`config.mk`:
```
export PLATFORM = sky130hd
export DESIGN_NAME = red_payload_depacketizer
export DESIGN_NICKNAME = d
export VERILOG_FILES = /design/src/rpd_pkg.sv /design/src/rpd_table.sv /design/src/rpd_parser.sv /design/src/rpd_walker.sv /design/src/red_payload_depacketizer.sv
export SDC_FILE = /design/constraint.sdc
export NUM_CORES = 1
export LEC_CHECK = 0
export BUFFER_PORTS_ARGS = -buffer_cell sky130_fd_sc_hd__buf_2
export CORE_ASPECT_RATIO = 2
export CORE_MARGIN = 4
export CORE_UTILIZATION = 45
export DETAILED_ROUTE_END_ITERATION = 16
export PLACE_DENSITY = 0.65
export RECOVER_POWER = 50
export SLEW_MARGIN = 20
export SYNTH_ARGS = -nofsm -noshare
export SYNTH_HDL_FRONTEND = slang
export SYNTH_SLANG_ARGS = --single-unit
export TNS_END_PERCENT = 10
```
`constraint.sdc`:
```
create_clock -name clk -period 13.4 [get_ports clk]
set_clock_uncertainty 0.2 [all_clocks]
set_input_delay 1.34 -clock clk [delete_from_list [all_inputs] [get_ports clk]]
set_output_delay 1.34 -clock clk [all_outputs]
set_load 0.01 [all_outputs]
```
`src/rpd_pkg.sv`:
```
`timescale 1ns / 1ps
package rpd_pkg;

  localparam int MaxHeadersDef = 8;
  localparam int MaxQueuedDef  = 8;

  // result status codes
  localparam logic [2:0] ST_OK       = 3'd0;
  localparam logic [2:0] ST_TRUNC    = 3'd1;
  localparam logic [2:0] ST_MANY     = 3'd2;
  localparam logic [2:0] ST_OVERRUN  = 3'd3;
  localparam logic [2:0] ST_QFULL    = 3'd4;
  localparam logic [2:0] ST_OVERSIZE = 3'd5;

  // one stored header
  typedef struct packed {
    logic [6:0]  pt;
    logic [13:0] tso;
    logic [9:0]  len;
  } ent_t;

  // packet summary handed from parser to walker
  typedef struct packed {
    logic        oversize;
    logic        trunc;
    logic        in_over;
    logic [15:0] len;
    logic [15:0] ovf_pos;
    logic [6:0]  ptype;
    logic [15:0] seq;
    logic [31:0] ts;
    logic [1:0]  flags;
  } pkt_info_t;

  // one descriptor
  typedef struct packed {
    logic [2:0]  status;
    logic        prim;
    logic [6:0]  pt;
    logic [15:0] off;
    logic [15:0] len;
    logic [31:0] ts;
    logic [15:0] seq;
    logic [1:0]  flags;
    logic        last;
  } res_t;

endpackage

```
`src/rpd_table.sv`:
```
`timescale 1ns / 1ps
module rpd_table import rpd_pkg::*; #(
  parameter int MAX_HEADERS = MaxHeadersDef,
  localparam int HIW = (MAX_HEADERS > 1) ? $clog2(MAX_HEADERS) : 1
) (
  input  logic           clk,
  input  logic           we,
  input  logic [HIW-1:0] waddr,
  input  ent_t           wdata,
  input  logic           re,
  input  logic [HIW-1:0] raddr,
  output ent_t           rdata
);

  ent_t mem [MAX_HEADERS];

  // header storage, one write and one registered read port
  always_ff @(posedge clk) begin
    if (we) begin
      mem[waddr] <= wdata;
    end
    if (re) begin
      rdata <= mem[raddr];
    end
  end

endmodule

```
`src/rpd_parser.sv`:
```
`timescale 1ns / 1ps
module rpd_parser import rpd_pkg::*; #(
  parameter int MAX_HEADERS = MaxHeadersDef,
  localparam int HIW = (MAX_HEADERS > 1) ? $clog2(MAX_HEADERS) : 1,
  localparam int HCW = $clog2(MAX_HEADERS + 1)
) (
  input  logic           clk,
  input  logic           rst,
  input  logic           accept,
  input  logic [7:0]     data_byte,
  input  logic           sop,
  input  logic           eop,
  input  logic [15:0]    in_seq,
  input  logic [31:0]    in_ts,
  input  logic [1:0]     in_flags,
  output logic           we,
  output logic [HIW-1:0] waddr,
  output ent_t           wdata,
  output logic           done,
  output logic [HCW-1:0] hcount,
  output pkt_info_t      info
);

  localparam logic [2:0] PH_IDLE   = 3'd0;
  localparam logic [2:0] PH_HSTART = 3'd1;
  localparam logic [2:0] PH_HBYTES = 3'd2;
  localparam logic [2:0] PH_DATA   = 3'd3;
  localparam logic [2:0] PH_OVER   = 3'd4;

  logic [2:0]     phase, phase_next, ph_work;
  logic [HCW-1:0] count, count_next;
  logic [15:0]    pos, pos_next, ovf, ovf_next;
  logic [1:0]     hbi, hbi_next;
  logic [23:0]    asm_reg, asm_next, low;
  logic [6:0]     ptype, ptype_next;
  logic [15:0]    seq, seq_next;
  logic [31:0]    ts, ts_next;
  logic [1:0]     flags, flags_next;
  logic           over5, over5_next;
  logic           done_next;
  logic [2:0]     term, term_next;

  // byte parse
  always_comb begin
    phase_next = phase;
    count_next = count;
    pos_next   = pos;
    ovf_next   = ovf;
    hbi_next   = hbi;
    asm_next   = asm_reg;
    ptype_next = ptype;
    seq_next   = seq;
    ts_next    = ts;
    flags_next = flags;
    over5_next = over5;
    term_next  = term;
    done_next  = 1'b0;
    we         = 1'b0;
    waddr      = count[HIW-1:0];
    low        = {asm_reg[15:0], data_byte};
    wdata      = '{pt: asm_reg[22:16], tso: low[23:10], len: low[9:0]};
    ph_work    = phase;
    if (accept) begin
      if (sop) begin
        count_next = '0;
        pos_next   = '0;
        ovf_next   = '0;
        hbi_next   = '0;
        asm_next   = '0;
        ptype_next = '0;
        over5_next = 1'b0;
        seq_next   = in_seq;
        ts_next    = in_ts;
        flags_next = in_flags;
        ph_work    = PH_HSTART;
        phase_next = PH_HSTART;
        low        = {8'd0, 8'd0, data_byte};
      end
      if (ph_work != PH_IDLE) begin
        if (!over5_next) begin
          if (pos_next == 16'hffff) begin
            over5_next = 1'b1;
          end else begin
            pos_next = pos_next + 16'd1;
            case (ph_work)
              PH_HSTART: begin
                if (data_byte[7]) begin
                  if (32'(count_next) >= MAX_HEADERS) begin
                    ovf_next   = pos_next - 16'd1;
                    phase_next = PH_OVER;
                  end else begin
                    asm_next   = {16'd0, data_byte};
                    hbi_next   = 2'd1;
                    phase_next = PH_HBYTES;
                  end
                end else begin
                  ptype_next = data_byte[6:0];
                  phase_next = PH_DATA;
                end
              end
              PH_HBYTES: begin
                if (hbi < 2'd3) begin
                  asm_next = {asm_reg[15:0], data_byte};
                  hbi_next = hbi + 2'd1;
                end else begin
                  we         = 1'b1;
                  count_next = count + 1'b1;
                  hbi_next   = '0;
                  phase_next = PH_HSTART;
                end
              end
              default: ;
            endcase
          end
        end
        if (eop) begin
          done_next  = 1'b1;
          term_next  = phase_next;
          phase_next = PH_IDLE;
        end
      end
    end
  end

  always_ff @(posedge clk) begin
    if (rst) begin
      phase <= PH_IDLE;
      count <= '0;
      pos   <= '0;
      ovf   <= '0;
      hbi   <= '0;
      asm_reg <= '0;
      ptype <= '0;
      seq   <= '0;
      ts    <= '0;
      flags <= '0;
      over5 <= 1'b0;
      term  <= PH_IDLE;
      done  <= 1'b0;
    end else begin
      phase <= phase_next;
      count <= count_next;
      pos   <= pos_next;
      ovf   <= ovf_next;
      hbi   <= hbi_next;
      asm_reg <= asm_next;
      ptype <= ptype_next;
      seq   <= seq_next;
      ts    <= ts_next;
      flags <= flags_next;
      over5 <= over5_next;
      term  <= term_next;
      done  <= done_next;
    end
  end

  // packet summary
  assign hcount = count;
  assign info = '{oversize: over5,
                  trunc:    (term == PH_HSTART) || (term == PH_HBYTES),
                  in_over:  (term == PH_OVER),
                  len:      pos,
                  ovf_pos:  ovf,
                  ptype:    ptype,
                  seq:      seq,
                  ts:       ts,
                  flags:    flags};

endmodule

```
`src/rpd_walker.sv`:
```
`timescale 1ns / 1ps
module rpd_walker import rpd_pkg::*; #(
  parameter int MAX_HEADERS = MaxHeadersDef,
  parameter int MAX_QUEUED  = MaxQueuedDef,
  localparam int HIW = (MAX_HEADERS > 1) ? $clog2(MAX_HEADERS) : 1,
  localparam int HCW = $clog2(MAX_HEADERS + 1),
  localparam int QCW = $clog2(MAX_QUEUED + 1)
) (
  input  logic           clk,
  input  logic           rst,
  input  logic           start,
  input  logic [HCW-1:0] hcount,
  input  pkt_info_t      info,
  output logic           re,
  output logic [HIW-1:0] raddr,
  input  ent_t           rdata,
  output logic           busy,
  output logic           out_valid,
  input  logic           out_ready,
  output res_t           out_res
);

  localparam logic [2:0] W_IDLE = 3'd0;
  localparam logic [2:0] W_ERR  = 3'd1;
  localparam logic [2:0] W_RD   = 3'd2;
  localparam logic [2:0] W_EV   = 3'd3;
  localparam logic [2:0] W_TAIL = 3'd4;
  localparam logic [2:0] W_PRIM = 3'd5;

  logic [2:0]     state, state_next;
  logic           pass, pass_next;
  logic [HCW-1:0] idx, idx_next;
  logic [16:0]    off, off_next, off_init;
  logic [QCW-1:0] bc, bc_next;
  logic [2:0]     err, err_next;
  logic [15:0]    exp_seq, exp_seq_next;
  logic           seq_known, seq_known_next;
  logic [31:0]    last_ts, last_ts_next;
  logic           ts_known, ts_known_next;
  logic           out_free, load;
  res_t           res_next;
  logic signed [17:0] rem;
  logic [31:0]    bts, dts;
  logic           gap, qual, overrun, qfull;

  assign out_free = !out_valid || out_ready;
  assign off_init = 17'({hcount, 2'b00}) + 17'd1;
  assign gap      = seq_known && (info.seq != exp_seq);

  // evaluation of the entry just read
  always_comb begin
    rem     = 18'({2'b00, info.len}) - 18'({1'b0, off});
    bts     = info.ts - {18'd0, rdata.tso};
    dts     = bts - last_ts;
    overrun = $signed({8'd0, rdata.len}) > rem;
    qual    = gap && (rdata.pt == info.ptype) && (rdata.len != 10'd0) &&
              (!ts_known || ((dts != 32'd0) && !dts[31]));
    qfull   = 32'(bc) >= MAX_QUEUED;
  end

  // walk sequencer
  always_comb begin
    state_next     = state;
    pass_next      = pass;
    idx_next       = idx;
    off_next       = off;
    bc_next        = bc;
    err_next       = err;
    exp_seq_next   = exp_seq;
    seq_known_next = seq_known;
    last_ts_next   = last_ts;
    ts_known_next  = ts_known;
    load           = 1'b0;
    res_next       = '0;
    re             = 1'b0;
    raddr          = idx[HIW-1:0];
    case (state)
      W_IDLE: begin
        if (start) begin
          pass_next = 1'b0;
          idx_next  = '0;
          off_next  = off_init;
          bc_next   = '0;
          if (info.oversize) begin
            err_next   = ST_OVERSIZE;
            state_next = W_ERR;
          end else if (info.trunc) begin
            err_next   = ST_TRUNC;
            state_next = W_ERR;
          end else if (info.in_over) begin
            err_next   = ({1'b0, info.len} <= {1'b0, info.ovf_pos} + 17'd4) ?
                         ST_TRUNC : ST_MANY;
            state_next = W_ERR;
          end else begin
            state_next = (hcount == '0) ? W_TAIL : W_RD;
          end
        end
      end
      W_ERR: begin
        if (out_free) begin
          load            = 1'b1;
          res_next.status = err;
          res_next.last   = 1'b1;
          state_next      = W_IDLE;
        end
      end
      W_RD: begin
        re         = 1'b1;
        state_next = W_EV;
      end
      W_EV: begin
        if (!pass) begin
          if (overrun) begin
            err_next   = ST_OVERRUN;
            state_next = W_ERR;
          end else if (qual && qfull) begin
            err_next   = ST_QFULL;
            state_next = W_ERR;
          end else begin
            bc_next    = bc + QCW'(qual);
            off_next   = off + 17'(rdata.len);
            idx_next   = idx + 1'b1;
            state_next = (idx_next == hcount) ? W_TAIL : W_RD;
          end
        end else if (!qual || out_free) begin
          if (qual) begin
            load         = 1'b1;
            res_next.pt  = rdata.pt;
            res_next.off = off[15:0];
            res_next.len = 16'(rdata.len);
            res_next.ts  = bts;
            res_next.seq = info.seq - 16'(hcount - idx);
          end
          off_next   = off + 17'(rdata.len);
          idx_next   = idx + 1'b1;
          state_next = (idx_next == hcount) ? W_TAIL : W_RD;
        end
      end
      W_TAIL: begin
        if (!pass) begin
          if (rem < 0) begin
            err_next   = ST_OVERRUN;
            state_next = W_ERR;
          end else if (qfull) begin
            err_next   = ST_QFULL;
            state_next = W_ERR;
          end else begin
            pass_next  = 1'b1;
            idx_next   = '0;
            off_next   = off_init;
            state_next = (hcount == '0) ? W_PRIM : W_RD;
          end
        end else begin
          state_next = W_PRIM;
        end
      end
      W_PRIM: begin
        if (out_free) begin
          load           = 1'b1;
          res_next.prim  = 1'b1;
          res_next.pt    = info.ptype;
          res_next.off   = off[15:0];
          res_next.len   = rem[15:0];
          res_next.ts    = info.ts;
          res_next.seq   = info.seq;
          res_next.flags = info.flags;
          res_next.last  = 1'b1;
          exp_seq_next   = info.seq + 16'd1;
          seq_known_next = 1'b1;
          last_ts_next   = info.ts;
          ts_known_next  = 1'b1;
          state_next     = W_IDLE;
        end
      end
      default: state_next = W_IDLE;
    endcase
  end

  always_ff @(posedge clk) begin
    if (rst) begin
      state     <= W_IDLE;
      pass      <= 1'b0;
      idx       <= '0;
      off       <= '0;
      bc        <= '0;
      err       <= ST_OK;
      exp_seq   <= '0;
      seq_known <= 1'b0;
      last_ts   <= '0;
      ts_known  <= 1'b0;
      out_valid <= 1'b0;
    end else begin
      state     <= state_next;
      pass      <= pass_next;
      idx       <= idx_next;
      off       <= off_next;
      bc        <= bc_next;
      err       <= err_next;
      exp_seq   <= exp_seq_next;
      seq_known <= seq_known_next;
      last_ts   <= last_ts_next;
      ts_known  <= ts_known_next;
      if (load) begin
        out_valid <= 1'b1;
      end else if (out_ready) begin
        out_valid <= 1'b0;
      end
    end
  end

  // output register
  always_ff @(posedge clk) begin
    if (load) begin
      out_res <= res_next;
    end
  end

  assign busy = (state != W_IDLE);

endmodule

```
`src/red_payload_depacketizer.sv`:
```
`timescale 1ns / 1ps
// Walks the header chain of a redundant-audio payload fed one byte per transaction on the
// slave stream, storing each 4-byte block header in a small header memory, and at the packet's
// last byte emits on the master stream either one error transaction or a burst of block
// descriptors (recovered redundant blocks after a sequence gap, then the primary, which carries
// tlast). Payload bytes are taken one per cycle; after the last byte the input stalls while the
// header memory is scanned twice (a check pass, then a descriptor pass) through its one
// registered read port, and stays stalled through any output back-pressure.
module red_payload_depacketizer import rpd_pkg::*; #(
  parameter int MAX_HEADERS = MaxHeadersDef,
  parameter int MAX_QUEUED  = MaxQueuedDef
) (
  input  logic        clk,
  input  logic        rst,
  input  logic        s_tvalid,
  output logic        s_tready,
  input  logic [63:0] s_tdata,  // data_byte, sequence_req, timestamp, packet_flags, zero pad
  input  logic        s_tuser,  // start_of_packet
  input  logic        s_tlast,
  output logic        m_tvalid,
  input  logic        m_tready,
  output logic [95:0] m_tdata,  // payload_type, block_offset, block_length, block_timestamp,
                                // block_sequence, block_flags, zero pad
  output logic [3:0]  m_tuser,  // status, is_primary
  output logic        m_tlast
);

  localparam int HIW = (MAX_HEADERS > 1) ? $clog2(MAX_HEADERS) : 1;
  localparam int HCW = $clog2(MAX_HEADERS + 1);

  logic           accept, done, busy, we, re;
  logic [HIW-1:0] waddr, raddr;
  ent_t           wdata, rdata;
  logic [HCW-1:0] hcount;
  pkt_info_t      info;
  res_t           res;

  assign s_tready = !(done || busy);
  assign accept   = s_tvalid && s_tready;

  rpd_parser #(.MAX_HEADERS(MAX_HEADERS)) u_parser (
    .clk(clk), .rst(rst), .accept(accept),
    .data_byte(s_tdata[7:0]), .sop(s_tuser), .eop(s_tlast),
    .in_seq(s_tdata[23:8]), .in_ts(s_tdata[55:24]), .in_flags(s_tdata[57:56]),
    .we(we), .waddr(waddr), .wdata(wdata),
    .done(done), .hcount(hcount), .info(info)
  );

  rpd_table #(.MAX_HEADERS(MAX_HEADERS)) u_table (
    .clk(clk), .we(we), .waddr(waddr), .wdata(wdata),
    .re(re), .raddr(raddr), .rdata(rdata)
  );

  rpd_walker #(.MAX_HEADERS(MAX_HEADERS), .MAX_QUEUED(MAX_QUEUED)) u_walker (
    .clk(clk), .rst(rst), .start(done), .hcount(hcount), .info(info),
    .re(re), .raddr(raddr), .rdata(rdata), .busy(busy),
    .out_valid(m_tvalid), .out_ready(m_tready), .out_res(res)
  );

  // result packing
  assign m_tdata = {7'd0, res.flags, res.seq, res.ts, res.len, res.off, res.pt};
  assign m_tuser = {res.prim, res.status};
  assign m_tlast = res.last;

endmodule

```
==> insert_results.sql <==
INSERT INTO impl_metrics (metric_group, metric, value, unit) VALUES
('clock_network', 'ctsResizeCount', '0', ''),
('place', 'buffer_ports.inserted', '159', ''),
('clock_network', 'clock_tree.htree_level_count', '2', ''),
('cells_and_area', 'layout_commonest_cell', 'sky130_fd_sc_hd__nand2_1', ''),
('sta', 'finalHoldViolCount', '0', ''),
('sta', 'rsz_0062_raised_after_global_routing', 'no', ''),
('critical_path', 'startpoint', 'u_parser.ts[0]$_SDFFE_PP0P_', ''),
('run', 'max_cap_viol_count', '7', ''),
('synthesis', 'top_cells_by_area_in_the_synthesized_netlist', 'sky130_fd_sc_hd__edfxtp_1 38%, sky130_fd_sc_hd__dfxtp_1 14%, sky130_fd_sc_hd__nand2_1 6.1%', ''),
('power_and_ir_drop', 'irDropWorstVdd', '113', 'µV'),
('synthesis', 'fraction_of_the_yosys_area_taken_by_sequential_cells', '51.9', '%'),
('cells_and_area', 'top_library_cells_by_usage_in_the_layout_fill_and_taps_aside', '480 x sky130_fd_sc_hd__nand2_1, 373 x sky130_fd_sc_hd__edfxtp_1, 233 x sky130_fd_sc_hd__a21oi_1, 206 x sky130_fd_sc_hd__dfxtp_1, 198 x sky130_fd_sc_hd__nor2_1', ''),
('cells_and_area', 'largest_register', 'u_table.mem', ''),
('sta', 'timing.max_slew.rel_slack', '-192', '%'),
('grt', 'vias_in_the_first_global_route', '22748', ''),
('synthesis', 'synth_top_area_share', '37.8', '%'),
('power_and_ir_drop', 'power-per-cell-area', '126', 'nW/µm²'),
('critical_path', 'start_kind', 'register', ''),
('outcome', 'status', 'finished, violations left', ''),
('synthesis', 'synth_edf_count', '373', ''),
('critical_path', 'critPathMaxFanout', '54', ''),
('hold_path', 'hold_path.startpoint', 'u_walker.last_ts[2]$_SDFFE_PP0P_', ''),
('drt', 'drt_first_iter_violations', '1290', ''),
('clock_network', 'cts_buffers', '51', ''),
('clock_network', 'ctsHoldBuffers', '0', ''),
('die', 'fp.dieW', '189', 'µm'),
('grt', 'grt_antenna_before_repair', '3', ''),
('clock_network', 'root_buffer', 'sky130_fd_sc_hd__clkbuf_16', ''),
('critical_path', 'worst-setup-path-type', 'register to register', ''),
('cells_and_area', 'fin_nets', '3146', ''),
('critical_path', 'cp_slowest_cell', 'sky130_fd_sc_hd__ha_1', ''),
('synthesis', 'synth-warning-count', '0', ''),
('power_and_ir_drop', 'power.switching', '1.14', 'mW'),
('sta', 'final_max_slew_viol_count', '369', ''),
('synthesis', 'synth_top_cell_by_area', 'sky130_fd_sc_hd__edfxtp_1', ''),
('place', 'dp_hpwl', '59000', 'µm'),
('drt', 'routed_wirelength', '83700', 'µm'),
('critical_path', 'launch_point_of_the_worst_reg_to_reg_path', 'u_parser.ts[0]$_SDFFE_PP0P_', ''),
('synthesis', 'synth_cells', '2843', ''),
('power_and_ir_drop', 'power_switching_share', '27.6', '%'),
('hold_path', 'worstHoldPathType', 'register to register', ''),
('sta', 'period_needed', '8.76', 'ns'),
('die', 'core-area', '65100', 'µm²'),
('die', 'start_util', '45.5', '%'),
('synthesis', 'synthArstFlopShare', '0', '%'),
('clock_network', 'worst_setup_hold_path_clk_slew', '0.07', 'ns'),
('cells_and_area', 'final_area', '32800', 'µm²'),
('place', 'gp_routability_congestion', '0.948', ''),
('grt', 'grt_start_max_net_pins', '88', ''),
('sta', 'worstMarginPinSlew', '4.39', 'ns'),
('die', 'dieArea', '70200', 'µm²'),
('synthesis', 'primary_flip_flop_cell_chosen_by_synthesis_mapping', 'sky130_fd_sc_hd__edfxtp_1', ''),
('cells_and_area', 'post-route-util', '50.4', '%'),
('clock_network', 'cts_post_setup_buffers_inserted', '0', ''),
('drt', 'antenna_left', '0', ''),
('critical_path', 'crit_path_max_incr_delay', '0.57', 'ns'),
('sta', 'setup_tns', '0', 'ns'),
('critical_path', 'critical_path_capture_point_type', 'register', ''),
('power_and_ir_drop', 'combinationalPowerShare', '16.4', '%'),
('sta', 'setup_viol_count_final', '0', ''),
('grt', 'global_route.usage.total', '23.3', '%'),
('critical_path', 'crit_arrival', '8.81', 'ns'),
('drt', 'number_of_detailed_route_iterations_in_the_first_pass', '8', ''),
('drt', 'detail_route.drc_violations', '0', ''),
('critical_path', 'crit_required', '13.45', 'ns'),
('outcome', 'violations', 'capacitance limit, slew limit', ''),
('drt', 'route.vias.total', '22439', ''),
('sta', 'max_clock_freq', '114', 'MHz'),
('drt', 'vias_per_cell', '5.81', ''),
('synthesis', 'ys_types', '98', ''),
('die', 'num_rows', '132', '');
logic make-up after synthesis:
logic type	Yosys count	share of synthesized area [%]
multiplexers	76	5.19
XOR/XNOR	151	4.56
AO/OA/AOI/OAI	613	13.0
buffers and inverters	260	3.54
flip-flops	581	51.9
adder cells (fa/ha/maj)	131	5.69
other	1	0.0127
AND/OR/NAND/NOR	1030	16.1
routing by layer:
| metal | vias to the layer above | part of all wire (%) | track usage, % | wire (µm) |
|---|---|---|---|---|
| met5 | - | 0.016 | 0 | 13 |
| met4 | 2 | 6.3 | 12.6 | 5270 |
| met3 | 247 | 4.7 | 2.82 | 3960 |
| met2 | 712 | 53 | 43.9 | 44500 |
| met1 | 10979 | 36 | 25.1 | 29900 |
| li1 | 10499 | - | - | - |
per-stage QoR:
step	total power [mW]	cells	setup WS, ns
after floorplan	2.45	2849	2.83
after global placement	2.63	3763	4.78
after detailed placement	2.64	3763	4.78
after CTS	4.16	3859	4.69
after global routing	4.30	3859	4.32
final	4.14	3860	4.64
worst paths after layout:
check                                                        end  slack (ns)  cells after the start
worst max-delay path              u_walker.out_res[61]$_DFFE_PP_        4.64                     28
worst min-delay path            u_walker.last_ts[2]$_SDFFE_PP0P_        0.26                      2
worst max register to register    u_walker.out_res[61]$_DFFE_PP_        4.64                     28
worst min register to register  u_walker.last_ts[2]$_SDFFE_PP0P_        0.26                      2
Yosys cell counts (32+ instances only):
cell type and count:
sky130_fd_sc_hd__nor3_1 46, sky130_fd_sc_hd__dfxtp_1 208, sky130_fd_sc_hd__xor2_1 57, sky130_fd_sc_hd__edfxtp_1 373
sky130_fd_sc_hd__ha_1 125, sky130_fd_sc_hd__a21o_1 32, sky130_fd_sc_hd__o21ai_0 108, sky130_fd_sc_hd__a21oi_1 234
sky130_fd_sc_hd__inv_1 114, sky130_fd_sc_hd__nor2_1 205, sky130_fd_sc_hd__a22oi_1 46, sky130_fd_sc_hd__mux4_2 62
sky130_fd_sc_hd__xnor2_1 92, sky130_fd_sc_hd__nand4_1 34, sky130_fd_sc_hd__nand2_1 482, sky130_fd_sc_hd__nand3_1 57
sky130_fd_sc_hd__clkbuf_1 102
power by group through the flow:
| stage | Clock (mW) | Sequential [mW] | Combinational [mW] |
|---|---|---|---|
| 5_1_grt | 1.63 | 1.93 | 0.734 |
| 2_1_floorplan | 0 | 1.96 | 0.493 |
| 6_report | 1.53 | 1.93 | 0.678 |
| 3_5_place_dp | 0 | 1.97 | 0.668 |
| 4_1_cts | 1.56 | 1.93 | 0.672 |
| 3_3_place_gp | 0 | 1.97 | 0.660 |
critical path: cells and delay by family, from the launching register on:
kind	cells	cell delay, ns
compound gates	9	2.10
mux	1	0.24
flops	1	0.33
buf+inv	4	0.89
fa+ha+maj	3	1.14
simple gates	11	3.40
layout make-up:
class                      count  area, µm²
fill                        5960      32300
sequential                   581      15400
multi-input combinational   2008      13300
clock buffer                  61       1360
tap                          871       1090
timing repair buffer         188        862
inverter                     115        432
clock inverter                35        394
antenna                        1       2.50
No activity file was read; power rests on OpenSTA's default activity.
